<file path="config.mk">
export PLATFORM = sky130hd
export DESIGN_NAME = rhca_hls2rgb
export DESIGN_NICKNAME = d
export VERILOG_FILES = /design/src/rtl/assert_macros.svh /design/src/rtl/rhca_pkg.sv /design/src/rtl/rhca_hls2rgb.sv
export SDC_FILE = /design/constraint.sdc
export NUM_CORES = 2
export LEC_CHECK = 0
export BUFFER_PORTS_ARGS = -buffer_cell sky130_fd_sc_hd__buf_2
export CAP_MARGIN = 30
export CORE_AREA = 2 2 356 358
export CTS_CLUSTER_SIZE = 28
export DETAILED_ROUTE_END_ITERATION = 12
export DIE_AREA = 0 0 358 360
export GPL_ROUTABILITY_DRIVEN = 1
export MAX_ROUTING_LAYER = met4
export PLACE_DENSITY = 0.73
export SLEW_MARGIN = 10
export SYNTH_ARGS = -nofsm -noshare
export SYNTH_HDL_FRONTEND = slang
export SYNTH_SLANG_ARGS = --single-unit
</file>
<file path="constraint.sdc">
create_clock -name clk -period 5.9 [get_ports clk]
set_input_delay 0.885 -clock clk [delete_from_list [all_inputs] [get_ports clk]]
set_output_delay 0.885 -clock clk [all_outputs]
set_load 0.01 [all_outputs]
</file>
<file path="src/rtl/assert_macros.svh">
// Assertion helpers used by the top-level RTL file.
`ifndef ASSERT_MACROS_SVH
`define ASSERT_MACROS_SVH

// Same-cycle implication, sampled on clk, off while rst_n is low.
`define RHCA_ASSERT_IMPL(label, ante, cons, msg) \
  label: assert property (@(posedge clk) disable iff (!rst_n) (ante) |-> (cons)) \
    else $error(msg);

// Next-cycle implication, sampled on clk, off while rst_n is low.
`define RHCA_ASSERT_NEXT(label, ante, cons, msg) \
  label: assert property (@(posedge clk) disable iff (!rst_n) (ante) |=> (cons)) \
    else $error(msg);

`endif

</file>
<file path="src/rtl/rhca_pkg.sv">
`default_nettype none
package rhca_pkg;

  // Fraction bits of the ramp position inside a 60 degree slope
  localparam int FRAC_BITS = 16;

  // Quotient bits of the hue and saturation dividers, one bit per stage
  localparam int QBITS = 8;

  // Cycles from a start transfer to its out_valid strobe
  localparam int LATENCY = QBITS + 11;

  // Mode register codes
  localparam logic [1:0] MODE_RGB2HLS = 2'd0;
  localparam logic [1:0] MODE_HLS2RGB = 2'd1;
  localparam logic [1:0] MODE_ADJUST  = 2'd2;

  // Configuration register indexes
  localparam logic [1:0] CFG_MODE = 2'd0;
  localparam logic [1:0] CFG_LPCT = 2'd1;
  localparam logic [1:0] CFG_SPCT = 2'd2;

  // Hue angles in units of 1/255 degree
  localparam logic [16:0] DEG60  = 17'd15300;
  localparam logic [16:0] DEG120 = 17'd30600;
  localparam logic [16:0] DEG180 = 17'd45900;
  localparam logic [16:0] DEG240 = 17'd61200;
  localparam logic [16:0] DEG360 = 17'd91800;

  // Ramp fraction: floor(x * 2^FRAC_BITS / DEG60) = (x * T_RECIP) >> T_SHIFT,
  // exact for x up to DEG60 since 2^T_SHIFT exceeds DEG60 squared
  localparam int T_SHIFT = 28;
  localparam int TREC_W  = FRAC_BITS + 15;
  localparam logic [TREC_W-1:0] T_RECIP = TREC_W'(
    ((64'd1 << (FRAC_BITS + T_SHIFT)) + 64'(DEG60) - 64'd1) / 64'(DEG60));

  // Percent scaling: floor(x / 100) = (x * PCT_RECIP) >> PCT_SHIFT for x below 43690
  localparam logic [12:0] PCT_RECIP = 13'd5243;
  localparam int          PCT_SHIFT = 19;

  typedef struct packed {
    logic       vld;
    logic [1:0] mode;
  } ctl_t;

  typedef struct packed {
    logic [7:0] a;
    logic [7:0] b;
    logic [7:0] c;
  } pix_t;

  typedef struct packed {
    logic [7:0] h;
    logic [7:0] l;
    logic [7:0] s;
  } hls_t;

endpackage
`default_nettype wire

</file>
<file path="src/rtl/rhca_hls2rgb.sv">
`default_nettype none
module rhca_hls2rgb (
  input  logic           clk,
  input  logic           rst_n,
  input  rhca_pkg::ctl_t in_ctl,
  input  rhca_pkg::hls_t in_cvt,
  input  rhca_pkg::hls_t in_fwd,
  output rhca_pkg::ctl_t out_ctl,
  output rhca_pkg::pix_t out_rgb,
  output rhca_pkg::hls_t out_fwd
);

  localparam int FB   = rhca_pkg::FRAC_BITS;
  localparam int TP_W = 14 + rhca_pkg::TREC_W;
  localparam int MP_W = 17 + FB;

  typedef enum logic [1:0] {RAMP_UP, RAMP_HI, RAMP_DN, RAMP_LO} ramp_t;

  // Stage 1
  rhca_pkg::ctl_t ctl1_r;
  rhca_pkg::hls_t fwd1_r;
  logic [16:0]    hue1_r;
  logic [7:0]     l1_r;
  logic [7:0]     s1_r;
  logic [15:0]    ls1_r;

  // Stage 2
  rhca_pkg::ctl_t ctl2_r;
  rhca_pkg::hls_t fwd2_r;
  logic           grey2_r;
  logic [7:0]     l2_r;
  logic [15:0]    rm1_2_r;
  logic [15:0]    rm2_2_r;
  logic [16:0]    rh2_r [3];
  logic [16:0]    l255;
  logic [16:0]    s255;
  logic [16:0]    rm1_nxt;
  logic [16:0]    rm2_nxt;
  logic [16:0]    rsum;
  logic [16:0]    rh_nxt [3];

  // Stage 3
  rhca_pkg::ctl_t ctl3_r;
  rhca_pkg::hls_t fwd3_r;
  logic           grey3_r;
  logic [7:0]     l3_r;
  logic [15:0]    rm1_3_r;
  logic [15:0]    rm2_3_r;
  logic [15:0]    diff3_r;
  ramp_t          cls3_r [3];
  logic [13:0]    x3_r [3];
  ramp_t          cls_nxt [3];
  logic [13:0]    x_nxt [3];

  // Stage 4
  rhca_pkg::ctl_t ctl4_r;
  rhca_pkg::hls_t fwd4_r;
  logic           grey4_r;
  logic [7:0]     l4_r;
  logic [15:0]    rm1_4_r;
  logic [15:0]    rm2_4_r;
  logic [15:0]    diff4_r;
  ramp_t          cls4_r [3];
  logic [TP_W-1:0] tprod4_r [3];

  // Stage 5
  rhca_pkg::ctl_t ctl5_r;
  rhca_pkg::hls_t fwd5_r;
  logic           grey5_r;
  logic [7:0]     l5_r;
  logic [15:0]    rm1_5_r;
  logic [15:0]    rm2_5_r;
  ramp_t          cls5_r [3];
  logic [MP_W-1:0] mprod5_r [3];

  // Stage 6
  rhca_pkg::ctl_t ctl6_r;
  rhca_pkg::hls_t fwd6_r;
  logic [7:0]     chan6_r [3];
  logic [16:0]    num [3];
  logic [16:0]    quo [3];

  // rm1 and rm2 scaled by 255*255; hue angle per channel, wrapped into 0..360
  always_comb begin
    l255 = (17'(l1_r) << 8) - 17'(l1_r);
    s255 = (17'(s1_r) << 8) - 17'(s1_r);
    if (l1_r <= 8'd127) begin
      rm2_nxt = l255 + 17'(ls1_r);
      rm1_nxt = l255 - 17'(ls1_r);
    end else begin
      rm2_nxt = l255 + s255 - 17'(ls1_r);
      rm1_nxt = l255 - s255 + 17'(ls1_r);
    end
    rsum      = hue1_r + rhca_pkg::DEG120;
    rh_nxt[0] = (rsum > rhca_pkg::DEG360) ? (rsum - rhca_pkg::DEG360) : rsum;
    rh_nxt[1] = hue1_r;
    rh_nxt[2] = (hue1_r >= rhca_pkg::DEG120) ? (hue1_r - rhca_pkg::DEG120)
                                             : (hue1_r + rhca_pkg::DEG240);
  end

  // Place each channel on the hue ramp
  always_comb begin
    for (int k = 0; k < 3; k++) begin
      priority if (rh2_r[k] < rhca_pkg::DEG60) begin
        cls_nxt[k] = RAMP_UP;
        x_nxt[k]   = rh2_r[k][13:0];
      end else if (rh2_r[k] < rhca_pkg::DEG180) begin
        cls_nxt[k] = RAMP_HI;
        x_nxt[k]   = '0;
      end else if (rh2_r[k] < rhca_pkg::DEG240) begin
        cls_nxt[k] = RAMP_DN;
        x_nxt[k]   = 14'(rhca_pkg::DEG240 - rh2_r[k]);
      end else begin
        cls_nxt[k] = RAMP_LO;
        x_nxt[k]   = '0;
      end
    end
  end

  // Blend on the slopes, then divide by 255 with a shift-add
  always_comb begin
    for (int k = 0; k < 3; k++) begin
      unique case (cls5_r[k])
        RAMP_UP: num[k] = 17'(rm1_5_r) + 17'(mprod5_r[k][FB +: 16]);
        RAMP_DN: num[k] = 17'(rm1_5_r) + 17'(mprod5_r[k][FB +: 16]);
        RAMP_HI: num[k] = 17'(rm2_5_r);
        RAMP_LO: num[k] = 17'(rm1_5_r);
      endcase
      quo[k] = num[k] + (num[k] >> 8) + 17'd1;
    end
  end

  always_ff @(posedge clk) begin
    if (!rst_n) begin
      ctl1_r <= '0;
      ctl2_r <= '0;
      ctl3_r <= '0;
      ctl4_r <= '0;
      ctl5_r <= '0;
      ctl6_r <= '0;
    end else begin
      ctl1_r <= in_ctl;
      ctl2_r <= ctl1_r;
      ctl3_r <= ctl2_r;
      ctl4_r <= ctl3_r;
      ctl5_r <= ctl4_r;
      ctl6_r <= ctl5_r;
    end
  end

  always_ff @(posedge clk) begin
    // stage 1
    fwd1_r <= in_fwd;
    hue1_r <= 17'(in_cvt.h) * 17'd360;
    l1_r   <= in_cvt.l;
    s1_r   <= in_cvt.s;
    ls1_r  <= 16'(in_cvt.l) * 16'(in_cvt.s);
    // stage 2
    fwd2_r  <= fwd1_r;
    grey2_r <= (s1_r == 8'd0);
    l2_r    <= l1_r;
    rm1_2_r <= rm1_nxt[15:0];
    rm2_2_r <= rm2_nxt[15:0];
    // stage 3
    fwd3_r  <= fwd2_r;
    grey3_r <= grey2_r;
    l3_r    <= l2_r;
    rm1_3_r <= rm1_2_r;
    rm2_3_r <= rm2_2_r;
    diff3_r <= rm2_2_r - rm1_2_r;
    // stage 4
    fwd4_r  <= fwd3_r;
    grey4_r <= grey3_r;
    l4_r    <= l3_r;
    rm1_4_r <= rm1_3_r;
    rm2_4_r <= rm2_3_r;
    diff4_r <= diff3_r;
    // stage 5
    fwd5_r  <= fwd4_r;
    grey5_r <= grey4_r;
    l5_r    <= l4_r;
    rm1_5_r <= rm1_4_r;
    rm2_5_r <= rm2_4_r;
    // stage 6, then the per-channel registers of stages 2 to 6
    fwd6_r  <= fwd5_r;
    for (int k = 0; k < 3; k++) begin
      rh2_r[k]    <= rh_nxt[k];
      cls3_r[k]   <= cls_nxt[k];
      x3_r[k]     <= x_nxt[k];
      cls4_r[k]   <= cls3_r[k];
      tprod4_r[k] <= TP_W'(x3_r[k]) * TP_W'(rhca_pkg::T_RECIP);
      cls5_r[k]   <= cls4_r[k];
      mprod5_r[k] <= MP_W'(diff4_r)
                     * MP_W'(tprod4_r[k][rhca_pkg::T_SHIFT +: FB + 1]);
      // zero saturation gives grey at the lightness byte
      chan6_r[k]  <= grey5_r ? l5_r : quo[k][15:8];
    end
  end

  assign out_ctl   = ctl6_r;
  assign out_rgb.a = chan6_r[0];
  assign out_rgb.b = chan6_r[1];
  assign out_rgb.c = chan6_r[2];
  assign out_fwd   = fwd6_r;

endmodule
`default_nettype wire

</file>
==> metrics.txt <==
Die ar.=129000 um^2; EDFF count, synth=0; clock tree sinks=620; DP Wirelength=119000 um; area leader, netlist=fa_1; fin util=56.1%; vias in the first global route=47400; Tmin final=6140 ps; TritonCTS Buffers=67; Critical Path AT=6720 ps; routed via count=44900; PortBufs=103; CP Launch Type=flop; area of the core=125000 um^2; final setup fails=23; CTS tree=done; WHS Path Cells=0; nets@finish=8671; Net Count, Synth=8374; crit-path cells=buf_4 -> and2_1 -> fa_1 -> inv_1 -> fa_1 -> fa_2 -> inv_1 -> fa_2 -> fa_2 -> fa_1 -> ha_4 -> a21oi_2 -> o22ai_2 -> o21ai_1 -> nand2b_1 -> a2111oi_4 -> buf_6 -> a21oi_4 -> o221a_4 -> a211o_1 -> a21oi_2 -> xnor2_1; fraction of layout cells with a size suffix above 1=10.9%; RSZ-0062 raised after global routing=yes; share of flip-flops with an asynchronous set or reset=0%; Post-Synthesis Cell Area=62200 um^2; Crit Path Class=reg -> reg; critical path fanouts, max=15; maximum clock insertion buffer count=3; dominant cells by area after synthesis=fa_1 27%, dfxtp_1 20%, ha_1 19%; GR Overflow Total=0; initial antenna violation count=7; H-tree depth=3; Routed wire per std cell=17.2 um; Clk Latency, worst-skew pair=660 ps; Distinct cells, synth=88; Worst EP required=6490 ps; failing checks=negative setup slack; Mapped Avg Cell Area=9.51 um^2; global-route wire length before repair=240000 um; io pins=104; initial DRC count=3000; Post-Synthesis Cells=6544; worst reg2reg path depth=22; register bit total from synthesis=620; critical path's slowest cell=fa_2; post-synth top area share=27.0%; Max Freq=163 MHz; Crit path largest cell delay=600 ps; die height=360 um; clk slew on worst S/H paths=60 ps; std cell rows=130; worst slew pin tran=940 ps; Fin. Hold Viols=0; fillers=10700; max_slew headroom=37.2%; Tcrit/Tclk final=104%; Vias/cell=5.25; Setup WS post-layout=-237 ps; clk_skew=31.8 ps; number of routed nets with antenna violations=0; Layout area overhead=12.6%; max-slew violation count=0; initial core utilization=49.8%; Max Cap Violations=0; total track usage=23.7%; sequential fraction of the synthesis area=19.9%; Hold Crit Class=reg -> reg; CTS root buffer=clkbuf_16; crit end category=flop; Fin Setup TNS=-2610 ps; Synth warnings=0; Die W=358 um; GPL Wtd Cong=0.924; antenna cells=0; Main synth FF type=dfxtp_1; status=complete, but fails checks; DRC=0; final wirelength=147000 um; first-pass iteration count of the detailed router=6; largest net degree at the start of global routing=42
stage by stage:
step                setup slack (ps)  instances  area [um^2]  hold slack [ps]
floorplan                       3.69       6544        62300              310
finish                          -237       8542        70100              302
CTS                             -288       8516        69100              295
detailed placement              -562       8384        66500              312
global route                    -419       8542        70100              308
global placement                -466       8384        66500              310
synthesized netlist by cell type, drive strengths merged (28+ instances only):
library cell / number
a211oi: 30
a21o: 75
a21oi: 195
a31oi: 28
and2: 438
clkbuf: 181
dfxtp: 620
fa: 838
ha: 939
inv: 1201
mux2i: 34
nand2: 658
nand2b: 50
nand3: 49
nand4: 32
nor2: 202
nor2b: 45
nor3: 67
o21a: 38
o21ai: 221
o31ai: 34
or3: 28
xnor2: 182
xor2: 82
path summary, 6_finish.rpt:
path                         from              end  slack, ps
setup / recovery  tprod4_r[0][38]  mprod5_r[0][31]       -240
setup reg to reg  tprod4_r[0][38]  mprod5_r[0][31]       -240
hold / removal        diff3_r[14]      diff4_r[14]        300
hold reg to reg       diff3_r[14]      diff4_r[14]        300
metal layers:
layer / GRT usage [%] / up-vias / wire, um
met5: - / - / 0
met2: 38.9 / 1107 / 70600
met4: 7.12 / 0 / 4500
met3: 2.63 / 251 / 7400
li1: - / 21300 / -
met1: 30.9 / 22200 / 64200
worst max-delay path: cells and delay by family (launching register included):
family	cells	cell delay (ps)
and+or+nand+nor	2	320
buffers and inverters	4	500
AOI/OAI and AO/OA	8	1450
adders and majority gates	7	3360
xor gates and xnor gates	1	130
DFF	1	310
timing repair:
item / 4_1_cts / 5_1_grt
pin swaps: 46 / 68
setup buffers: 15 / 20
hold buffers: 0 / 0
gates cloned: 1 / 4
setup endpoints to repair: 40 / 51
resized for setup: 68 / 153
cell usage in the layout, fill, tap and decap left out, drive strengths merged, types with 49 or more instances in the layout:
| cell type | Yosys | layout |
|---|---|---|
| inv | 1201 | 1209 |
| ha | 939 | 939 |
| fa | 838 | 838 |
| nand2 | 658 | 658 |
| dfxtp | 620 | 620 |
| and2 | 438 | 438 |
| buf | 17 | 421 |
| o21ai | 221 | 221 |
| nor2 | 202 | 202 |
| a21oi | 195 | 195 |
| xnor2 | 182 | 182 |
| clkbuf | 181 | 89 |
| xor2 | 82 | 82 |
| a21o | 75 | 75 |
| nor3 | 67 | 67 |
| nand2b | 50 | 50 |
| nand3 | 49 | 49 |
sequential cells by signal, summed over array words and instances, names as in the netlist, 24 cells and up:
| register | cells |
|---|---|
| fwd2_r | 24 |
| fwd4_r | 24 |
| fwd5_r | 24 |
| tprod4_r | 51 |
| x3_r | 33 |
| fwd1_r | 24 |
| chan6_r | 24 |
| rh2_r | 42 |
| out_fwd | 24 |
| mprod5_r | 48 |
| fwd3_r | 24 |
logic make-up after synthesis:
logic type,after synthesis,synth area share [%]
adder cells (fa/ha/maj),1777,45.8
AND/OR/NAND/NOR,1647,13.0
multiplexers,47,0.782
flip-flops,620,19.9
XOR/XNOR,264,3.73
buffers and inverters,1399,8.47
AO/OA/AOI/OAI,790,8.21
final cells by class:
cell class	instances	area, um^2	area share (%)
tap	1650	2060	2.95
timing repair buffer	426	3470	4.95
sequential	620	12500	17.8
multi-input combinational	4525	45300	64.6
clock inverter	36	424	0.605
clock buffer	84	1830	2.61
inverter	1201	4510	6.44
Power is left out: the tool's default activity adds up to more than one toggle a clock period on the data nets, which glitch-free logic cannot reach.
