<file path="config.mk">
export PLATFORM = sky130hd
export DESIGN_NAME = rhca_rgb2hls
export DESIGN_NICKNAME = d
export VERILOG_FILES = /design/src/rtl/assert_macros.svh /design/src/rtl/rhca_pkg.sv /design/src/rtl/rhca_rgb2hls.sv
export SDC_FILE = /design/constraint.sdc
export NUM_CORES = 1
export LEC_CHECK = 0
export BUFFER_PORTS_ARGS = -buffer_cell sky130_fd_sc_hd__buf_2
export CAP_MARGIN = 20
export CORE_UTILIZATION = 45
export CTS_CLUSTER_DIAMETER = 120
export CTS_CLUSTER_SIZE = 28
export DETAILED_ROUTE_END_ITERATION = 8
export GPL_TIMING_DRIVEN = 0
export MAX_ROUTING_LAYER = met4
export PLACE_DENSITY = 0.64
export SLEW_MARGIN = 20
export SYNTH_ARGS = -nofsm -noshare
export SYNTH_HDL_FRONTEND = slang
export SYNTH_SLANG_ARGS = --single-unit
</file>
<file path="constraint.sdc">
create_clock -name clk -period 20.8 [get_ports clk]
set_clock_uncertainty 0.05 [all_clocks]
set_input_delay 4.16 -clock clk [delete_from_list [all_inputs] [get_ports clk]]
set_output_delay 4.16 -clock clk [all_outputs]
set_load 0.01 [all_outputs]
</file>
<file path="src/rtl/assert_macros.svh">
// Assertion helpers used by the top-level RTL file.
`ifndef ASSERT_MACROS_SVH
`define ASSERT_MACROS_SVH

// Same-cycle implication, sampled on clk, off while rst_n is low.
`define RHCA_ASSERT_IMPL(label, ante, cons, msg) \
  label: assert property (@(posedge clk) disable iff (!rst_n) (ante) |-> (cons)) \
    else $error(msg);

// Next-cycle implication, sampled on clk, off while rst_n is low.
`define RHCA_ASSERT_NEXT(label, ante, cons, msg) \
  label: assert property (@(posedge clk) disable iff (!rst_n) (ante) |=> (cons)) \
    else $error(msg);

`endif

</file>
<file path="src/rtl/rhca_pkg.sv">
`default_nettype none
package rhca_pkg;

  // Fraction bits of the ramp position inside a 60 degree slope
  localparam int FRAC_BITS = 16;

  // Quotient bits of the hue and saturation dividers, one bit per stage
  localparam int QBITS = 8;

  // Cycles from a start transfer to its out_valid strobe
  localparam int LATENCY = QBITS + 11;

  // Mode register codes
  localparam logic [1:0] MODE_RGB2HLS = 2'd0;
  localparam logic [1:0] MODE_HLS2RGB = 2'd1;
  localparam logic [1:0] MODE_ADJUST  = 2'd2;

  // Configuration register indexes
  localparam logic [1:0] CFG_MODE = 2'd0;
  localparam logic [1:0] CFG_LPCT = 2'd1;
  localparam logic [1:0] CFG_SPCT = 2'd2;

  // Hue angles in units of 1/255 degree
  localparam logic [16:0] DEG60  = 17'd15300;
  localparam logic [16:0] DEG120 = 17'd30600;
  localparam logic [16:0] DEG180 = 17'd45900;
  localparam logic [16:0] DEG240 = 17'd61200;
  localparam logic [16:0] DEG360 = 17'd91800;

  // Ramp fraction: floor(x * 2^FRAC_BITS / DEG60) = (x * T_RECIP) >> T_SHIFT,
  // exact for x up to DEG60 since 2^T_SHIFT exceeds DEG60 squared
  localparam int T_SHIFT = 28;
  localparam int TREC_W  = FRAC_BITS + 15;
  localparam logic [TREC_W-1:0] T_RECIP = TREC_W'(
    ((64'd1 << (FRAC_BITS + T_SHIFT)) + 64'(DEG60) - 64'd1) / 64'(DEG60));

  // Percent scaling: floor(x / 100) = (x * PCT_RECIP) >> PCT_SHIFT for x below 43690
  localparam logic [12:0] PCT_RECIP = 13'd5243;
  localparam int          PCT_SHIFT = 19;

  typedef struct packed {
    logic       vld;
    logic [1:0] mode;
  } ctl_t;

  typedef struct packed {
    logic [7:0] a;
    logic [7:0] b;
    logic [7:0] c;
  } pix_t;

  typedef struct packed {
    logic [7:0] h;
    logic [7:0] l;
    logic [7:0] s;
  } hls_t;

endpackage
`default_nettype wire

</file>
<file path="src/rtl/rhca_rgb2hls.sv">
`default_nettype none
module rhca_rgb2hls (
  input  logic           clk,
  input  logic           rst_n,
  input  rhca_pkg::ctl_t in_ctl,
  input  rhca_pkg::pix_t in_pix,
  output rhca_pkg::ctl_t out_ctl,
  output rhca_pkg::pix_t out_pix,
  output rhca_pkg::hls_t out_hls
);

  localparam int QB = rhca_pkg::QBITS;

  typedef enum logic [1:0] {MAX_R, MAX_G, MAX_B} maxsel_t;

  // Stage 1: extremes and which channel is the maximum
  rhca_pkg::ctl_t ctl1_r;
  rhca_pkg::pix_t pix1_r;
  logic [7:0]     mx1_r;
  logic [7:0]     mn1_r;
  maxsel_t        sel1_r;
  logic [7:0]     mx_nxt;
  logic [7:0]     mn_nxt;
  maxsel_t        sel_nxt;

  // Divider stages, index 0 holds the prepared operands
  rhca_pkg::ctl_t ctl_r  [QB+1];
  rhca_pkg::pix_t pix_r  [QB+1];
  logic [7:0]     l_r    [QB+1];
  logic           grey_r [QB+1];
  logic [18:0]    hrem_r [QB+1];
  logic [10:0]    hdiv_r [QB+1];
  logic [QB-1:0]  hq_r   [QB+1];
  logic [15:0]    srem_r [QB+1];
  logic [7:0]     sdiv_r [QB+1];
  logic [QB-1:0]  sq_r   [QB+1];

  logic [8:0]  sum;
  logic [7:0]  d;
  logic [7:0]  den;
  logic [10:0] d6;
  logic [11:0] n_raw;
  logic [10:0] n;

  // Find max and min; on a tie the later channel is the maximum
  always_comb begin
    mx_nxt = in_pix.a;
    mn_nxt = in_pix.a;
    if (in_pix.b > mx_nxt) mx_nxt = in_pix.b;
    if (in_pix.c > mx_nxt) mx_nxt = in_pix.c;
    if (in_pix.b < mn_nxt) mn_nxt = in_pix.b;
    if (in_pix.c < mn_nxt) mn_nxt = in_pix.c;
    priority if (in_pix.c == mx_nxt) sel_nxt = MAX_B;
    else if (in_pix.b == mx_nxt) sel_nxt = MAX_G;
    else sel_nxt = MAX_R;
  end

  // Build dividend and divisor for hue and saturation
  always_comb begin
    sum = 9'(mx1_r) + 9'(mn1_r);
    d   = mx1_r - mn1_r;
    den = (sum <= 9'd255) ? sum[7:0] : 8'(9'd510 - sum);
    d6  = (11'(d) << 2) + (11'(d) << 1);
    unique case (sel1_r)
      MAX_R:   n_raw = 12'(d6) + 12'(pix1_r.b) - 12'(pix1_r.c);
      MAX_G:   n_raw = (12'(d) << 1) + 12'(pix1_r.c) - 12'(pix1_r.a);
      MAX_B:   n_raw = (12'(d) << 2) + 12'(pix1_r.a) - 12'(pix1_r.b);
      default: n_raw = '0;
    endcase
    n = (n_raw >= 12'(d6)) ? 11'(n_raw - 12'(d6)) : n_raw[10:0];
  end

  always_ff @(posedge clk) begin
    if (!rst_n) begin
      ctl1_r   <= '0;
      ctl_r[0] <= '0;
    end else begin
      ctl1_r   <= in_ctl;
      ctl_r[0] <= ctl1_r;
    end
  end

  always_ff @(posedge clk) begin
    pix1_r    <= in_pix;
    mx1_r     <= mx_nxt;
    mn1_r     <= mn_nxt;
    sel1_r    <= sel_nxt;
    pix_r[0]  <= pix1_r;
    l_r[0]    <= sum[8:1];
    grey_r[0] <= (mx1_r == mn1_r);
    hrem_r[0] <= (19'(n) << 8) - 19'(n);
    hdiv_r[0] <= d6;
    hq_r[0]   <= '0;
    srem_r[0] <= (16'(d) << 8) - 16'(d);
    sdiv_r[0] <= den;
    sq_r[0]   <= '0;
  end

  // Restoring division, one quotient bit per stage, most significant first
  for (genvar i = 0; i < QB; i++) begin : g_div
    localparam int K = QB - 1 - i;
    logic [18:0] hsh;
    logic [15:0] ssh;
    logic        hge;
    logic        sge;

    assign hsh = 19'(hdiv_r[i]) << K;
    assign ssh = 16'(sdiv_r[i]) << K;
    assign hge = (hrem_r[i] >= hsh);
    assign sge = (srem_r[i] >= ssh);

    always_ff @(posedge clk) begin
      if (!rst_n) begin
        ctl_r[i+1] <= '0;
      end else begin
        ctl_r[i+1] <= ctl_r[i];
      end
    end

    always_ff @(posedge clk) begin
      pix_r[i+1]  <= pix_r[i];
      l_r[i+1]    <= l_r[i];
      grey_r[i+1] <= grey_r[i];
      hdiv_r[i+1] <= hdiv_r[i];
      sdiv_r[i+1] <= sdiv_r[i];
      hrem_r[i+1] <= hge ? (hrem_r[i] - hsh) : hrem_r[i];
      srem_r[i+1] <= sge ? (srem_r[i] - ssh) : srem_r[i];
      hq_r[i+1]   <= {hq_r[i][QB-2:0], hge};
      sq_r[i+1]   <= {sq_r[i][QB-2:0], sge};
    end
  end

  // Grey pixels get hue and saturation zero
  assign out_ctl   = ctl_r[QB];
  assign out_pix   = pix_r[QB];
  assign out_hls.h = grey_r[QB] ? 8'd0 : hq_r[QB];
  assign out_hls.l = l_r[QB];
  assign out_hls.s = grey_r[QB] ? 8'd0 : sq_r[QB];

endmodule
`default_nettype wire

</file>
==> reports/results.txt, run 1 <==
initial antenna violation count = 0
GRT overflow = 0
total CTS buffers = 37
clock-pin slew on the worst setup and hold paths = 100 ps
Setup TNS = 0 ps
outcome = completed
syn nets = 3312
Vias = 19881
Post-Synthesis Mean Instance Area = 10.49 um^2
CTS HTree Levels = 2
fmax = 102.5 MHz
sequential element share of the synthesized area = 0.5360
Cells after Synth = 2998
Iteration-0 DRC Markers = 909
Yosys cell types = 84
Yosys Warn Count = 0
Die Span Y = 266.4 um
# clock sinks = 842
critical path's top delay family = compound AO/OA/AOI/OAI gates
WP data arrival = 10210 ps
Max Slew Vio Count = 0
#FFs+latches synth = 842
# Post-CTS Setup Buffers = 0
first-pass GRT wire length = 97.42 mm
synthesized area = 0.03145 mm^2
cell area after layout = 0.03404 mm^2
CP max stage cell = xor2_1
Detailed Routing Iterations Pass 1 = 7
Crit Path Category = flip-flop to flip-flop
drt drc = 0
vias per cell = 4.908
Worst Hold Endpoint = pix_r[0][42]
Post-Route WL = 58.60 mm
PnR worst setup slack = 11050 ps
asr flop ratio synth = 0
gpl congestion = 0.9110
crit path capture type = flip-flop
Clock Latency Late Sink = 580 ps
flop2flop setup slack = 11050 ps
Post-synth top flop = dfxtp_1
hold_buf cts = 0
share of layout cells above drive strength 1 = 0.05417
Buf/Inv on CP = 5
CORE AREA = 0.06883 mm^2
Post-synth EDFFs = 0
CTS tree = yes
DP Area = 0.03300 mm^2
final hold violation count = 0
Root Buffer Master = clkbuf_16
max_slew headroom = 0.2733
RR Startpoint = mn1_r[2]
GR Util All Layers = 0.1724
Post-CTS Resized = 0
ANT cells = 0
crit start category = flip-flop
required time worst endpoint = 21250 ps
hold path start = pix_r[0][18]
largest net degree at the start of global routing = 29
unrepaired setup endpoints after global routing = false
number of global-route vias before repair = 20179
Area Growth Syn to Fin = 8.239%
Setup Viol. Count Final = 0
Die W = 266.4 um
Rows = 96
die area = 0.07095 mm^2
Worst setup startpoint = mn1_r[2]
Hold Path Depth = 0
Clock Tree Buf Depth = 3
worst-margin pin slew = 1086 ps
worst r2r path cells = 38
# port buffers = 78
cell count along the critical path = 38
Ports = 80
antenna viol nets, final = 0
fin crit share = 0.4689
R2R Path End = hrem_r[0][18]
Initial Util = 0.4569
slowest stage delay, CP = 850 ps
CP Max Fanout = 10
dpl ws = 11090 ps
MaxCap Viol Count = 0
HPWL after DPL = 46.57 mm
Nets = 3429
CP most frequent cell = ha_1
Routed wire per std cell = 14.46 um
HP Class = flip-flop to flip-flop
final worst path period need = 9753 ps
==> sequential cells by signal (all words and copies together) (netlist names) <==
| name | cells |
|---|---|
| pix_r | 216 |
| hrem_r | 152 |
| srem_r | 119 |
| l_r | 72 |
| hdiv_r | 69 |
| sdiv_r | 61 |
| hq_r | 36 |
| sq_r | 36 |
| ctl_r | 27 |
| pix1_r | 24 |
| grey_r | 9 |
| mn1_r | 8 |
| mx1_r | 8 |
| ctl1_r | 3 |
| sel1_r | 2 |
==> worst max path at each step <==
stage                               end  slack, ps
after floorplan           hrem_r[0][18]      12870
after global routing      hrem_r[0][18]      10410
final                     hrem_r[0][18]      11050
after global placement    hrem_r[0][18]      11140
after CTS                 hrem_r[0][18]      11030
after detailed placement  hrem_r[0][18]      11090
==> synth_stat cells, types with 36 or more instances <==
cell type / count / area (um^2)
nor2_1: 163 / 611.8
nor3_1: 41 / 205.2
xnor2_1: 120 / 1051
o21ai_0: 142 / 710.7
nand3_1: 41 / 205.2
nor2b_1: 60 / 375.4
fa_1: 41 / 820.8
and2_1: 41 / 256.5
mux2i_1: 36 / 360.4
inv_1: 328 / 1231
a21oi_1: 161 / 805.8
a21o_1: 76 / 570.6
xor2_1: 68 / 595.6
dfxtp_1: 842 / 16860
ha_1: 244 / 3053
nand2b_1: 60 / 375.4
nand2_1: 154 / 578.1
==> area by class of cell <==
type	count	area (um^2)
Buffer	52	254.0
Clock buffer	38	950.9
Clock inverter	6	85.08
Fill cell	6242	34790
Inverter	329	1235
Multi-Input combinational cell	1775	13100
Sequential cell	842	16860
Tap cell	931	1165
Timing Repair Buffer	78	390.4
==> per-stage QoR <==
step	hold WS, ps	instances	util
2_1_floorplan	259.6	2998	-
3_3_place_gp	259.5	4007	0.4795
3_5_place_dp	262.1	4007	0.4795
4_1_cts	268.0	4051	0.4946
5_1_grt	261.7	4051	0.4946
6_report	265.5	4051	0.4946
==> placed cells by master (no fill, tap or decap), types with 41 or more instances in the layout <==
| cell type | netlist | final |
|---|---|---|
| dfxtp_1 | 842 | 842 |
| inv_1 | 328 | 328 |
| ha_1 | 244 | 244 |
| nor2_1 | 163 | 163 |
| a21oi_1 | 161 | 161 |
| nand2_1 | 154 | 154 |
| o21ai_0 | 142 | 142 |
| xnor2_1 | 120 | 120 |
| buf_2 | 2 | 80 |
| a21o_1 | 76 | 76 |
| xor2_1 | 68 | 68 |
| nor2b_1 | 60 | 60 |
| nand2b_1 | 60 | 60 |
| nand3_1 | 41 | 41 |
| nor3_1 | 41 | 41 |
| and2_1 | 41 | 41 |
| fa_1 | 41 | 41 |
==> layer usage <==
metal | vias up | wire length (um) | GRT usage
met2 | 255 | 29560 | 0.3119
li1 | 10233 | - | -
met4 | 0 | 2125 | 0.06695
met5 | - | 0 | -
met1 | 9278 | 25470 | 0.1936
met3 | 115 | 1445 | 0.01867
==> cells by family (layout without fill, tap and decap cells) <==
group	Yosys count	after routing	synth area share
muxes	50	50	0.01659
DFF	842	842	0.5360
AOI/OAI and AO/OA	543	543	0.1079
adders and majority gates	287	287	0.1238
xor gates and xnor gates	188	188	0.05236
and+or+nand+nor	707	707	0.1161
buffers and inverters	381	503	0.04734
Power of run 1 is not shown: default switching activity piles up to over one toggle a cycle in this logic, so the estimate is an artifact.
==> run 2: changes to the inputs <==
Settings changed: ABC_AREA set to 1, PLACE_DENSITY 0.64 to 0.66.
Clock period 20.8 ns to 8.8 ns, I/O delays scaled along.
==> run 2 against run 1 <==
Effect of this change: register-to-register slack worse by 10000 ps; first-iteration DRC count up 9.7%; fmax rose by 19%; global-route usage is 1.1 points lower; sequential share of layout area is 0.27 points lower; critical endpoint is now hrem_r[0][17].
==> reports/results.txt, run 2 <==
CTS tree = yes
Regs by FF count = pix_r (216), hrem_r (152), srem_r (119)
sequential element share of the synthesized area = 0.5319
synthesized area = 0.03169 mm^2
# port buffers = 78
fin crit share = 0.9293
max_slew headroom = 0.4482
RR Startpoint = mn1_r[1]
first-pass GRT wire length = 91.90 mm
most crowded layer after global routing = met2
Yosys cell types = 65
worst-margin pin slew = 824.8 ps
crit start category = flip-flop
Root Buffer Master = clkbuf_16
hold path start = pix_r[0][73]
Post-synth top flop = dfxtp_1
#FFs+latches synth = 842
GR Util All Layers = 0.1611
number of global-route vias before repair = 19741
commonest non-fill, non-tap cell in the layout = dfxtp_1
Synth area leaders = dfxtp_1 (53%), ha_1 (9.6%), inv_1 (6.2%)
required time worst endpoint = 9240 ps
Clock Latency Late Sink = 590 ps
final-layout fill cell count = 6485
slowest stage delay, CP = 670 ps
final hold violation count = 0
HP Class = flip-flop to flip-flop
final worst path period need = 8178 ps
met2 usage = 0.2897
highest-count cells in the layout ignoring fill and taps = dfxtp_1 (842), inv_1 (524), nand2_1 (497)
# Post-CTS Setup Buffers = 0
share of layout cells above drive strength 1 = 0.05948
total CTS buffers = 36
# clock sinks = 842
CTS HTree Levels = 2
Setup Viol. Count Final = 0
Worst setup startpoint = mn1_r[1]
gpl congestion = 0.8831
Iteration-0 DRC Markers = 997
fmax = 122.3 MHz
Post-Synthesis Mean Instance Area = 9.432 um^2
Detailed Routing Iterations Pass 1 = 5
drt drc = 0
register area = 0.01686 mm^2
Hold WS = 273.6 ps
vias per cell = 4.616
clock-pin slew on the worst setup and hold paths = 100 ps
Nets = 3790
antenna viol nets, final = 0
met3 global-route usage = 0.01821
Post-Route WL = 54.62 mm
Routed wire per std cell = 12.38 um
Yosys Warn Count = 0
M1 GR Usage = 0.1873
Die Span Y = 267.4 um
largest net degree at the start of global routing = 29
ANT cells = 0
WP data arrival = 8620 ps
Biggest register = pix_r
Ports = 80
GRT overflow = 0
post-synth top area cell = dfxtp_1
top-count cell post-synth = dfxtp_1
fin util = 0.4947
syn nets = 3674
Max Slew Vio Count = 0
CP Max Fanout = 10
Clock Tree Buf Depth = 3
Initial Util = 0.4580
Post-synth EDFFs = 0
MaxCap Viol Count = 0
max FFs per register = 216
asr flop ratio synth = 0
initial antenna violation count = 0
crit path capture type = flip-flop
CORE AREA = 0.06919 mm^2
outcome = completed
CP max stage cell = xor2_1
HPWL after DPL = 43.18 mm
Rows = 96
CP most frequent cell = nand2_1
footprint of the multi-input gates = 0.01261 mm^2
Crit Path Category = flip-flop to flip-flop
Cells after Synth = 3360
Commonest cells post-synth = dfxtp_1 (842), inv_1 (524), nand2_1 (497)
die area = 0.07149 mm^2
Area Growth Syn to Fin = 8.011%
post-synth top area share = 0.5319
Vias = 20363
unrepaired setup endpoints after global routing = false
Die W = 267.4 um
Post-CTS Resized = 0
hold_buf cts = 0
Setup TNS = 0 ps
[run 2: cell count changes after synthesis, moves of 38 or more]
| cell | before | now |
|---|---|---|
| inv_1 | 328 | 524 |
| xor2_1 | 68 | 118 |
| nand3_1 | 41 | 81 |
| a21oi_1 | 161 | 229 |
| nor2_1 | 163 | 218 |
| nand2b_1 | 60 | 0 |
| nor2b_1 | 60 | 0 |
| and2_1 | 41 | 3 |
| xnor2_1 | 120 | 69 |
| nand2_1 | 154 | 497 |
| a21o_1 | 76 | 10 |
[run 2: cell families after synthesis]
| kind of cell | Yosys count | synth area share |
|---|---|---|
| simple gates | 978 | 0.1364 |
| fa+ha+maj | 285 | 0.1222 |
| compound gates | 489 | 0.08627 |
| mux | 2 | 0.0006712 |
| flops | 842 | 0.5319 |
| buf+inv | 576 | 0.07028 |
| xor+xnor | 188 | 0.05220 |
[run 2: metrics by stage]
stage / area, um^2 / setup WS [ps] / std cells
3_3_place_gp: 33250 / 537.3 / 4369
4_1_cts: 34220 / 505.0 / 4411
2_1_floorplan: 31690 / 2031 / 3360
5_1_grt: 34230 / 3.292 / 4411
6_report: 34230 / 622.0 / 4411
3_5_place_dp: 33250 / 519.1 / 4369
[run 2: cell type report]
cell class,instances,share of cell area
multi-input combinational,1942,0.3685
tap,931,0.03403
inverter,534,0.05856
buffer,42,0.006507
clock inverter,4,0.001352
clock buffer,38,0.02716
sequential,842,0.4925
timing repair buffer,78,0.01140
[run 2: worst max-delay path: cells and delay by family, from the launching register on]
kind                     cells  cell delay (ps)
AND/OR/NAND/NOR             25             2160
flip-flops                   1              400
AO/OA/AOI/OAI                6             1400
XOR/XNOR                     2              960
buffers and inverters        7              750
adder cells (fa/ha/maj)      6             2320
[run 2: worst paths after layout]
path,endpoint,slack (ps),cells past startpoint
worst max-delay path,hrem_r[0][17],620,46
worst min-delay path,pix_r[0][97],270,0
worst max register to register,hrem_r[0][17],620,46
worst min register to register,pix_r[0][97],270,0
[run 2: routing by layer]
metal | routed length (um) | part of all wire | vias to the layer above
li1 | - | - | 10937
met1 | 24780 | 0.45 | 9129
met2 | 27030 | 0.49 | 216
met3 | 1480 | 0.027 | 81
met4 | 1326 | 0.024 | 0
met5 | 0 | 0 | -
Power of run 2 is left out for the same reason.
