$ cat config.mk
export PLATFORM = sky130hd
export DESIGN_NAME = rhca_adjust
export DESIGN_NICKNAME = d
export VERILOG_FILES = /design/src/rtl/assert_macros.svh /design/src/rtl/rhca_pkg.sv /design/src/rtl/rhca_adjust.sv
export SDC_FILE = /design/constraint.sdc
export NUM_CORES = 1
export LEC_CHECK = 0
export BUFFER_PORTS_ARGS = -buffer_cell sky130_fd_sc_hd__buf_2
export CORE_MARGIN = 2
export CORE_UTILIZATION = 45
export DETAILED_ROUTE_END_ITERATION = 16
export GPL_ROUTABILITY_DRIVEN = 0
export GPL_TIMING_DRIVEN = 0
export PLACE_DENSITY = 0.63
export SLEW_MARGIN = 20
export SYNTH_ARGS = -nofsm -noshare
export SYNTH_HDL_FRONTEND = slang
export SYNTH_SLANG_ARGS = --single-unit
$ cat constraint.sdc
create_clock -name clk -period 6.65 [get_ports clk]
set_clock_uncertainty 0.05 [all_clocks]
set_input_delay 0 -clock clk [delete_from_list [all_inputs] [get_ports clk]]
set_output_delay 0 -clock clk [all_outputs]
set_load 0.01 [all_outputs]
$ cat src/rtl/assert_macros.svh
// Assertion helpers used by the top-level RTL file.
`ifndef ASSERT_MACROS_SVH
`define ASSERT_MACROS_SVH

// Same-cycle implication, sampled on clk, off while rst_n is low.
`define RHCA_ASSERT_IMPL(label, ante, cons, msg) \
  label: assert property (@(posedge clk) disable iff (!rst_n) (ante) |-> (cons)) \
    else $error(msg);

// Next-cycle implication, sampled on clk, off while rst_n is low.
`define RHCA_ASSERT_NEXT(label, ante, cons, msg) \
  label: assert property (@(posedge clk) disable iff (!rst_n) (ante) |=> (cons)) \
    else $error(msg);

`endif

$ cat src/rtl/rhca_pkg.sv
`default_nettype none
package rhca_pkg;

  // Fraction bits of the ramp position inside a 60 degree slope
  localparam int FRAC_BITS = 16;

  // Quotient bits of the hue and saturation dividers, one bit per stage
  localparam int QBITS = 8;

  // Cycles from a start transfer to its out_valid strobe
  localparam int LATENCY = QBITS + 11;

  // Mode register codes
  localparam logic [1:0] MODE_RGB2HLS = 2'd0;
  localparam logic [1:0] MODE_HLS2RGB = 2'd1;
  localparam logic [1:0] MODE_ADJUST  = 2'd2;

  // Configuration register indexes
  localparam logic [1:0] CFG_MODE = 2'd0;
  localparam logic [1:0] CFG_LPCT = 2'd1;
  localparam logic [1:0] CFG_SPCT = 2'd2;

  // Hue angles in units of 1/255 degree
  localparam logic [16:0] DEG60  = 17'd15300;
  localparam logic [16:0] DEG120 = 17'd30600;
  localparam logic [16:0] DEG180 = 17'd45900;
  localparam logic [16:0] DEG240 = 17'd61200;
  localparam logic [16:0] DEG360 = 17'd91800;

  // Ramp fraction: floor(x * 2^FRAC_BITS / DEG60) = (x * T_RECIP) >> T_SHIFT,
  // exact for x up to DEG60 since 2^T_SHIFT exceeds DEG60 squared
  localparam int T_SHIFT = 28;
  localparam int TREC_W  = FRAC_BITS + 15;
  localparam logic [TREC_W-1:0] T_RECIP = TREC_W'(
    ((64'd1 << (FRAC_BITS + T_SHIFT)) + 64'(DEG60) - 64'd1) / 64'(DEG60));

  // Percent scaling: floor(x / 100) = (x * PCT_RECIP) >> PCT_SHIFT for x below 43690
  localparam logic [12:0] PCT_RECIP = 13'd5243;
  localparam int          PCT_SHIFT = 19;

  typedef struct packed {
    logic       vld;
    logic [1:0] mode;
  } ctl_t;

  typedef struct packed {
    logic [7:0] a;
    logic [7:0] b;
    logic [7:0] c;
  } pix_t;

  typedef struct packed {
    logic [7:0] h;
    logic [7:0] l;
    logic [7:0] s;
  } hls_t;

endpackage
`default_nettype wire

$ cat src/rtl/rhca_adjust.sv
`default_nettype none
module rhca_adjust (
  input  logic               clk,
  input  logic               rst_n,
  input  rhca_pkg::ctl_t     in_ctl,
  input  rhca_pkg::pix_t     in_pix,
  input  rhca_pkg::hls_t     in_hls,
  input  logic signed [7:0]  lpct,
  input  logic signed [7:0]  spct,
  output rhca_pkg::ctl_t     out_ctl,
  output rhca_pkg::hls_t     out_cvt,
  output rhca_pkg::hls_t     out_fwd
);

  // Clamp to -100..100 and return {toward_zero, coefficient}
  function automatic logic [7:0] pct_coef(input logic signed [7:0] p);
    logic signed [7:0] c;
    if (p > 8'sd100) c = 8'sd100;
    else if (p < -8'sd100) c = -8'sd100;
    else c = p;
    if (c < 8'sd0) return {1'b1, 7'(8'sd100 + c)};
    else return {1'b0, c[6:0]};
  endfunction

  logic [7:0]  lc;
  logic [7:0]  sc;
  logic [7:0]  lop;
  logic [7:0]  sop;
  logic [14:0] lprod;
  logic [14:0] sprod;

  rhca_pkg::ctl_t ctl1_r;
  rhca_pkg::pix_t pix1_r;
  rhca_pkg::hls_t fwd1_r;
  logic [14:0]    lprod1_r;
  logic [14:0]    sprod1_r;
  logic [7:0]     lbase1_r;
  logic [7:0]     sbase1_r;

  logic [27:0]    lq;
  logic [27:0]    sq;
  rhca_pkg::hls_t cvt_nxt;

  rhca_pkg::ctl_t ctl2_r;
  rhca_pkg::hls_t cvt2_r;
  rhca_pkg::hls_t fwd2_r;

  // Scale the distance to 255 (positive) or the value itself (negative)
  always_comb begin
    lc    = pct_coef(lpct);
    sc    = pct_coef(spct);
    lop   = lc[7] ? in_hls.l : 8'(8'd255 - in_hls.l);
    sop   = sc[7] ? in_hls.s : 8'(8'd255 - in_hls.s);
    lprod = 15'(lop) * 15'(lc[6:0]);
    sprod = 15'(sop) * 15'(sc[6:0]);
  end

  // Divide by 100 and add the base; hls to rgb mode takes the input as is
  always_comb begin
    lq = 28'(lprod1_r) * 28'(rhca_pkg::PCT_RECIP);
    sq = 28'(sprod1_r) * 28'(rhca_pkg::PCT_RECIP);
    if (ctl1_r.mode == rhca_pkg::MODE_HLS2RGB) begin
      cvt_nxt = {pix1_r.a, pix1_r.b, pix1_r.c};
    end else begin
      cvt_nxt.h = fwd1_r.h;
      cvt_nxt.l = lbase1_r + lq[rhca_pkg::PCT_SHIFT +: 8];
      cvt_nxt.s = sbase1_r + sq[rhca_pkg::PCT_SHIFT +: 8];
    end
  end

  always_ff @(posedge clk) begin
    if (!rst_n) begin
      ctl1_r <= '0;
      ctl2_r <= '0;
    end else begin
      ctl1_r <= in_ctl;
      ctl2_r <= ctl1_r;
    end
  end

  always_ff @(posedge clk) begin
    pix1_r   <= in_pix;
    fwd1_r   <= in_hls;
    lprod1_r <= lprod;
    sprod1_r <= sprod;
    lbase1_r <= lc[7] ? 8'd0 : in_hls.l;
    sbase1_r <= sc[7] ? 8'd0 : in_hls.s;
    cvt2_r   <= cvt_nxt;
    fwd2_r   <= fwd1_r;
  end

  assign out_ctl = ctl2_r;
  assign out_cvt = cvt2_r;
  assign out_fwd = fwd2_r;

endmodule
`default_nettype wire

==> results of run 1 <==
[critical path, stage by stage (launching register included)]
cell	delay [ps]
dfxtp_4	390
ha_4	270
inv_1	50
fa_1	500
inv_1	50
fa_1	460
fa_1	480
inv_1	50
fa_1	520
inv_1	70
ha_4	240
a21o_1	190
a21oi_2	150
o21bai_1	70
a21o_1	210
a211oi_4	330
o21bai_2	150
a21oi_2	150
xnor2_1	160
ha_1	300
nor2b_1	160
a31o_2	260
o41a_1	410
xnor2_2	230
mux2i_1	220
mux2i_1	90
a21oi_1	130
[Yosys cell counts, drive strengths merged]
cell type  count  area, um2
a21boi         1      7.510
or2           19      118.9
a2111oi        1      15.01
or3b           1      8.760
and2          11      68.82
a41o           1      10.01
nand4          4      25.02
o211ai         1      7.510
o21ai         26      130.1
nor4           2      12.51
nor2         130      493.0
a32oi          1      16.27
inv          344       1291
xnor2         49      429.2
mux2i          5      50.05
a311o          1      10.01
nor3          13      65.06
nand3         16      80.08
xor2          35      306.5
nand2b        12      75.07
fa           196       3924
o41a           2      22.52
a211o          2      17.52
or3            8      50.05
a211oi        10      92.59
o32ai          2      17.52
o21a           8      60.06
clkbuf        12      45.04
o31ai          3      36.28
and3           7      43.79
nand2         69      259.0
a31oi          4      25.02
dfxtp        148       2963
a21bo          1      10.01
buf            2      12.51
a21o          17      127.6
ha           280       3503
nor2b         26      162.7
a21oi         56      299.0
a31o           2      17.52
o21bai         6      45.04
[cell families (layout without fill, tap and decap cells)]
kind of cell    Yosys count  count (layout)  synth area share (%)
buf+inv                 358             575                 9.019
compound gates          145             145                 6.468
flops                   148             148                 19.81
fa+ha+maj               476             476                 49.67
simple gates            318             318                 9.781
xor+xnor                 84              84                 4.920
mux                       5               5                0.3347
[sequential cells by signal, indices dropped and copies added (netlist names)]
| register | flops |
|---|---|
| pix1_r | 24 |
| out_ctl | 3 |
| out_fwd | 24 |
| sbase1_r | 8 |
| lbase1_r | 8 |
| lprod1_r | 15 |
| ctl1_r | 3 |
| sprod1_r | 15 |
| fwd1_r | 24 |
| out_cvt | 24 |
[how the worst min path moves through the flow]
stage | slack (ps) | startpoint | end | cells past startpoint
floorplan | -20 | in_hls[0] | fwd1_r[0] | 0
global placement | 50 | in_hls[22] | fwd1_r[22] | 1
detailed placement | 50 | in_pix[3] | pix1_r[3] | 1
CTS | 10 | lpct[1] | lprod1_r[1] | 4
global route | 80 | lpct[1] | lprod1_r[1] | 4
finish | 40 | lpct[1] | lprod1_r[1] | 4
[through the flow]
| step | cell area [um2] | setup TNS, ps | hold WS, ps | cells | utilization (%) |
|---|---|---|---|---|---|
| after floorplan | 14950 | 0 | -22.28 | 1534 | - |
| final | 17560 | 0 | 42.47 | 2193 | 53.83 |
| after detailed placement | 16100 | -740.8 | 53.59 | 2095 | 49.37 |
| after CTS | 17330 | -21.22 | 9.777 | 2185 | 53.11 |
| after global placement | 16100 | -536.1 | 53.38 | 2095 | 49.37 |
| after global routing | 17560 | -78.43 | 80.68 | 2193 | 53.83 |
[what timing repair did]
| item | 4_1_cts | 5_1_grt |
|---|---|---|
| setup buffers | 1 | 8 |
| pin swaps | 1 | 11 |
| hold buffers | 57 | 0 |
| setup endpoints to repair | 3 | 2 |
| endpoints found under the hold margin | 72 | 0 |
| resized for setup | 16 | 44 |
[final cells by class]
class	count	area, um2	share of cell area [%]
Buffer	14	57.56	0.3278
Clock buffer	17	425.4	2.423
Clock inverter	15	186.4	1.062
Inverter	344	1291	7.354
Multi-Input combinational cell	1028	10800	61.48
Sequential cell	148	3015	17.17
Tap cell	442	553.0	3.150
Timing Repair Buffer	185	1234	7.026
[routing by layer]
| layer | share of wire (%) | global-route usage, % |
|---|---|---|
| met3 | 4.2 | 3.505 |
| met1 | 49 | 27.19 |
| met2 | 46 | 31.61 |
| met4 | 1.3 | 5.039 |
| met5 | 0 | 0 |
==> flow_summary_export.csv, run 1 <==
group,metric,value,unit
synth,syn_area_per_cell,9.749,um2
critical_path,reg2reg_from,"sprod1_r[13]",
synth,ys_seq_area_share,19.81,%
critical_path,worstSetupStartpointType,"register",
finish,diodes,0,
sta,period_share,96.56,%
floorplan,fp.dieH,186.3,um
route,ant_nets,0,
sta,hold_viol_final,0,
grt,grt.overflow.total,0,
finish,final_cell_mix,"341 x inv_1, 278 x ha_1, 196 x fa_1",
sta,rsz0062_at_grt,"true",
sta,setup_viol,0,
clock_network,htree_levels,4,
route,vias,10420,
synth,synth.distinct_cells,49,
critical_path,r2r_end,"out_cvt[7]",
finish,fillers,2942,
sta,finalWorstSetupSlack,228.7,ps
finish,final_common_cell,"inv_1",
synth,synth-warning-count,0,
clock_network,clk-insertion-delay-late,440,ps
route,drc_errors,0,
sta,slew_viol_final,0,
route,wl,31490,um
grt,grt_pass1_wl,53010,um
clock_network,clkSinkCount,148,
placed_design,post-dp-hpwl,25850,um
clock_network,cts_buffers,17,
critical_path,critPathKind,"register to register",
critical_path,crit_path_max_fanout,8,
finish,area_growth,17.41,%
floorplan,io_pins,120,
placed_design,place_worst_setup_slack,-496.7,ps
finish,nets,2283,
min_path,hp-class,"input port to register",
floorplan,die_x,186.3,um
critical_path,worstPathArrival,6750,ps
finish,drive_above_1_share,13.76,%
sta,tightest_slew,997.7,ps
route,firstDrtPassIters,5,
floorplan,start_util,45.85,%
route,vias_per_cell,4.750,
grt,first_global_vias,10840,
synth,synth_fp_nets,2079,
floorplan,core,32620,um2
placed_design,port_buffers,119,
critical_path,cp-end-kind,"register",
synth,netlist_instances,1534,
grt,grtUsageTotal,19.57,%
clock_network,cts_tree,"yes",
flow_run,maxCapViolCount,0,
clock_network,cts_buffer_depth,2,
critical_path,cp-endpoint,"out_cvt[7]",
critical_path,r2r_cells,26,
floorplan,die_area,34710,um2
critical_path,required,6980,ps
route,wire_per_inst,14.36,um
clock_network,cts-root-buf,"clkbuf_16",
synth,syn_area,14950,um2
sta,fmax,155.7,MHz
synth,ys_seq_elements,148,
route,drtIter0Drc,398,
sta,min_period,6421,ps
critical_path,reg2reg_slack,230,ps
floorplan,std_cell_rows,66,
grt,antenna_found_initial,0,
grt,grt_max_degree,17,
clock_network,path_clk_slew,70,ps
critical_path,startpoint,"sprod1_r[13]",
status,status,"finished, final reports clean",
sta,maxSlewHeadroom,32.98,%
Power of run 1 is left out: the tool's default activity adds up to more than one toggle a clock period on the data nets, which glitch-free logic cannot reach.
==> run 2, diff against run 1 <==
--- a/config.mk
+++ b/config.mk
@@ -5,13 +5,16 @@
 export SDC_FILE = /design/constraint.sdc
 export NUM_CORES = 1
 export LEC_CHECK = 0
+export ABC_AREA = 1
 export BUFFER_PORTS_ARGS = -buffer_cell sky130_fd_sc_hd__buf_2
+export CELL_PAD_IN_SITES_DETAIL_PLACEMENT = 0
+export CELL_PAD_IN_SITES_GLOBAL_PLACEMENT = 1
 export CORE_MARGIN = 2
-export CORE_UTILIZATION = 45
+export CORE_UTILIZATION = 43
 export DETAILED_ROUTE_END_ITERATION = 16
 export GPL_ROUTABILITY_DRIVEN = 0
 export GPL_TIMING_DRIVEN = 0
-export PLACE_DENSITY = 0.63
+export PLACE_DENSITY = 0.77
 export SLEW_MARGIN = 20
 export SYNTH_ARGS = -nofsm -noshare
 export SYNTH_HDL_FRONTEND = slang
==> run 2 against run 1 <==
  * Non-clock buffer count shrank 17
  * First-iteration DRC count rose by 61%
  * Count of clock-buffer cells in the layout increased by 3
  * Maximum frequency is 8.0% higher
  * Worst hold slack better by 93 ps
  * Final cell count is 20% higher
  * Die area rose by 13%
  * Via count grew 18%
  * Critical path type unchanged
==> flow_summary_export.csv, run 2 <==
group,metric,value,unit
status,status,"finished, final reports clean",
synth,syn_area_per_cell,8.449,um2
finish,area_growth,14.83,%
floorplan,io_pins,120,
route,wire_per_inst,13.72,um
synth,synth_fp_nets,2460,
finish,nets,2655,
finish,final_common_cell,"inv_1",
grt,antenna_found_initial,0,
placed_design,port_buffers,119,
placed_design,dpl-instance-area,17420,um2
critical_path,crit_family,"adder cells",
min_path,hp-class,"input port to register",
floorplan,core,37400,um2
critical_path,critPathKind,"register to register",
critical_path,crit_top_cell,"fa_1",
clock_network,cts_hold_buf,57,
sta,period_share,89.41,%
synth,synth-edff-count,0,
finish,final_cell_mix,"480 x inv_1, 314 x nand2_1, 280 x ha_1",
critical_path,cp-end-kind,"register",
route,vias,12250,
flow_run,maxCapViolCount,0,
synth,ys_seq_elements,148,
floorplan,fp.dieH,198.0,um
synth,netlist_top_cells_count,"480 x inv_1, 314 x nand2_1, 280 x ha_1",
min_path,hold_depth,6,
route,firstDrtPassIters,5,
grt,grt.overflow.total,0,
finish,drive_above_1_share,9.562,%
critical_path,max_stage_delay,610,ps
synth,syn_area,16180,um2
critical_path,required,6910,ps
finish,final_area,18580,um2
floorplan,std_cell_rows,71,
sta,fin_setup_tns,0,ps
clock_network,cts_buffer_depth,2,
sta,rsz0062_at_grt,"false",
synth,synth.most_common_cell,"inv_1",
route,drc_errors,0,
clock_network,cts-root-buf,"clkbuf_16",
clock_network,post_cts_buffers,0,
sta,hold_viol_final,0,
grt,grtUsageTotal,20.00,%
sta,setup_viol,0,
synth,synth.distinct_cells,48,
route,wl,36150,um
route,drtIter0Drc,642,
synth,ys_top_cells_by_area,"fa_1 24%, ha_1 22%, dfxtp_1 18%, inv_1 11%, nand2_1 7.3%",
sta,slew_viol_final,0,
synth,ys_seq_area_share,18.31,%
grt,first_global_vias,12930,
synth,synth_top_area_cell,"fa_1",
clock_network,htree_levels,4,
clock_network,cts-resized-gates,0,
critical_path,slowest_stage,"dfxtp_1",
critical_path,r2r_cells,23,
floorplan,die_area,39200,um2
clock_network,path_clk_slew,70,ps
grt,grt_max_degree,17,
critical_path,crit_buf_inv,3,
placed_design,post-dp-hpwl,31120,um
sta,fmax,168.2,MHz
synth,netlist_instances,1915,
synth,async_flop_share,0,%
sta,min_period,5946,ps
synth,ys.flop_type,"dfxtp_1",
floorplan,start_util,43.26,%
synth,synth-warning-count,0,
floorplan,die_x,198.0,um
critical_path,cp.depth,23,
clock_network,clk-insertion-delay-late,440,ps
sta,maxSlewHeadroom,57.31,%
critical_path,worstSetupStartpointType,"register",
clock_network,cts_buffers,17,
clock_network,clkSinkCount,148,
route,vias_per_cell,4.649,
critical_path,crit_chain,"fa_1 -> ha_1 -> fa_1 -> fa_1 -> inv_1 -> fa_1 -> inv_1 -> ha_1 -> a21oi_1 -> o21ai_0 -> a21oi_1 -> nand2_1 -> xnor2_1 -> inv_1 -> ha_1 -> fa_1 -> nand3_1 -> nand3_1 -> nand2_1 -> nand2_1 -> a21oi_1 -> xor2_1 -> o21ai_0",
sta,tightest_slew,638.1,ps
grt,grt_pass1_wl,61690,um
clock_network,cts_tree,"yes",
route,ant_nets,0,
synth,synth_top_area_share,24.25,%
critical_path,crit_path_max_fanout,8,
critical_path,worstPathArrival,6210,ps
==> run 2: worst min-delay path: stages <==
cell and delay [ps]:
buf_2 130, nor3_4 60, nand2_4 130, nand2_8 130
inv_4 90, nor2_1 50
==> run 2: metrics by stage <==
stage          cells  hold WS (ps)  util (%)  setup slack [ps]
6_report        2635         135.0     49.68             704.2
5_1_grt         2634         125.4     49.67             362.5
4_1_cts         2634         117.3     49.67             705.0
3_5_place_dp    2545         53.56     46.57             710.6
3_3_place_gp    2545         52.89     46.57             747.0
2_1_floorplan   1915        -22.28         -              1398
==> run 2: logic make-up (layout without fill, tap and decap cells) <==
logic type	after synthesis	after routing	share of synthesized area [%]
other cells	0	1	0
xor+xnor	54	54	3.341
fa+ha+maj	476	476	45.90
flops	148	148	18.31
simple gates	588	588	15.47
compound gates	154	154	5.382
buf+inv	495	703	11.59
==> run 2: cell type report <==
class,instances,area [um2]
multi-input combinational,1272,11340
buffer,6,37.54
timing repair buffer,176,1166
clock buffer,20,446.7
sequential,148,2963
clock inverter,12,145.1
fill,3603,18820
inverter,489,1838
antenna,1,2.502
tap,511,639.4
==> run 2: worst paths after layout <==
path,to,start,slack (ps)
min,lbase1_r[5],lpct[7],140
max reg2reg,out_cvt[6],sprod1_r[13],700
min reg2reg,out_fwd[9],fwd1_r[9],270
max,out_cvt[6],sprod1_r[13],700
==> run 2: metal layers <==
layer	GRT usage, %	share of wire (%)	vias to the layer above
met1	24.33	44	5797
met4	7.045	3.1	0
met5	0	0	-
met3	2.572	2.2	57
li1	-	-	6237
met2	36.24	51	158
Power of run 2 is left out for the same reason.
==> run 3, diff against run 2 <==
--- a/config.mk
+++ b/config.mk
@@ -10,11 +10,11 @@
 export CELL_PAD_IN_SITES_DETAIL_PLACEMENT = 0
 export CELL_PAD_IN_SITES_GLOBAL_PLACEMENT = 1
 export CORE_MARGIN = 2
-export CORE_UTILIZATION = 43
+export CORE_UTILIZATION = 35
 export DETAILED_ROUTE_END_ITERATION = 16
 export GPL_ROUTABILITY_DRIVEN = 0
 export GPL_TIMING_DRIVEN = 0
-export PLACE_DENSITY = 0.77
+export PLACE_DENSITY = 0.64
 export SLEW_MARGIN = 20
 export SYNTH_ARGS = -nofsm -noshare
 export SYNTH_HDL_FRONTEND = slang
==> run 3 against run 2 <==
  * First-iteration DRC count shrank 28%
  * Flip-flop and latch count unchanged
  * Non-clock buffer count unchanged
  * Highest routed layer is now met5
  * Largest cell class unchanged
==> flow_summary_export.csv, run 3 (synthesis results as in run 2) <==
group,metric,value,unit
status,status,"finished, final reports clean",
critical_path,worstSetupStartpointType,"register",
sta,maxSlewHeadroom,53.90,%
grt,grt_max_degree,17,
clock_network,cts_buffers,17,
floorplan,std_cell_rows,78,
critical_path,worstPathArrival,6200,ps
floorplan,fp.dieH,219.0,um
sta,hold_viol_final,0,
floorplan,die_area,47970,um2
placed_design,port_buffers,119,
sta,period_share,89.11,%
sta,fmax,168.7,MHz
critical_path,cp-end-kind,"register",
sta,setup_viol,0,
clock_network,path_clk_slew,60,ps
finish,final_cell_mix,"480 x inv_1, 314 x nand2_1, 280 x ha_1",
sta,tightest_slew,689.1,ps
floorplan,start_util,35.58,%
route,wl,37610,um
finish,drive_above_1_share,9.609,%
finish,area_growth,15.43,%
sta,slew_viol_final,0,
route,vias,12190,
finish,final_common_cell,"inv_1",
clock_network,cts-root-buf,"clkbuf_16",
finish,nets,2655,
route,drtIter0Drc,461,
floorplan,die_x,219.0,um
grt,antenna_found_initial,1,
clock_network,clkSinkCount,148,
finish,diodes,0,
grt,grt.overflow.total,0,
critical_path,reg2reg_slack,720,ps
route,vias_per_cell,4.476,
route,firstDrtPassIters,5,
floorplan,io_pins,120,
grt,grtUsageTotal,16.93,%
clock_network,cts_tree,"yes",
grt,grt_pass1_wl,63460,um
critical_path,critPathKind,"register to register",
critical_path,crit_path_max_fanout,8,
placed_design,post-dp-hpwl,32770,um
sta,fin_setup_tns,0,ps
critical_path,required,6930,ps
route,wire_per_inst,13.81,um
clock_network,htree_levels,4,
clock_network,clk-insertion-delay-late,460,ps
flow_run,maxCapViolCount,0,
floorplan,core,45480,um2
sta,rsz0062_at_grt,"false",
sta,min_period,5926,ps
clock_network,cts_buffer_depth,2,
grt,first_global_vias,12860,
route,ant_nets,0,
route,drc_errors,0,
min_path,hp-class,"input port to register",
## run 3: changes by cell type in the layout (fill, tap and decap cells not counted), sizes merged
cell | before | now
clkbuf | 24 | 23
inv | 492 | 496
bufinv | 2 | 1
clkinvlp | 1 | 3
diode | 1 | 0
clkinv | 6 | 2
## run 3: cell type report
cell class | instances | area (um2)
multi-input cells | 1272 | 11340
fillers | 4713 | 26800
inverters | 489 | 1838
repair buffers | 176 | 1166
clock buffers | 19 | 442.9
well taps | 600 | 750.7
plain buffers | 6 | 37.54
flip-flops and latches | 148 | 2963
clock inverters | 13 | 136.4
## run 3: path summary, 6_finish.rpt
path,cells after the start,end,start
setup / recovery,23,out_cvt[6],sprod1_r[13]
hold / removal,6,lbase1_r[5],lpct[7]
setup reg to reg,23,out_cvt[6],sprod1_r[13]
hold reg to reg,0,out_fwd[0],fwd1_r[0]
## run 3: worst max-delay path, cell delays in order (launching register included)
cell and delay (ps):
dfxtp_1 600, fa_1 510, ha_1 320, fa_1 470
fa_1 550, inv_1 50, fa_1 540, inv_1 60
ha_1 330, a21oi_1 210, o21ai_0 160, a21oi_1 140
nand2_1 110, xnor2_1 280, inv_1 80, ha_1 210
fa_1 410, nand3_1 100, nand3_1 90, nand2_1 90
nand2_1 60, a21oi_1 150, xor2_1 160, o21ai_0 80
## run 3: timing repair
action / CTS / global route
resized for setup: 0 / 0
hold buffers: 57 / 0
setup buffers: 0 / 0
hold endpoints to repair: 72 / 0
## run 3: metal layers
| layer | global-route usage [%] | vias up | routed length (um) |
|---|---|---|---|
| met1 | 20.61 | 5770 | 16540 |
| met2 | 30.18 | 136 | 19020 |
| met5 | 0 | - | 16 |
| li1 | - | 6225 | - |
| met4 | 5.428 | 2 | 948 |
| met3 | 2.980 | 56 | 1083 |
## run 3: per-stage QoR
stage / area, um2 / worst slack, ps / hold slack [ps] / instances / utilization, %
finish: 18680 / 723.9 / 114.6 / 2723 / 41.07
global route: 18680 / 268.2 / 101.0 / 2723 / 41.07
CTS: 18680 / 712.0 / 79.43 / 2723 / 41.07
detailed placement: 17530 / 727.3 / 53.70 / 2634 / 38.54
global placement: 17530 / 700.0 / 53.35 / 2634 / 38.54
floorplan: 16180 / 1398 / -22.28 / 1915 / -
Power of run 3 is left out for the same reason.
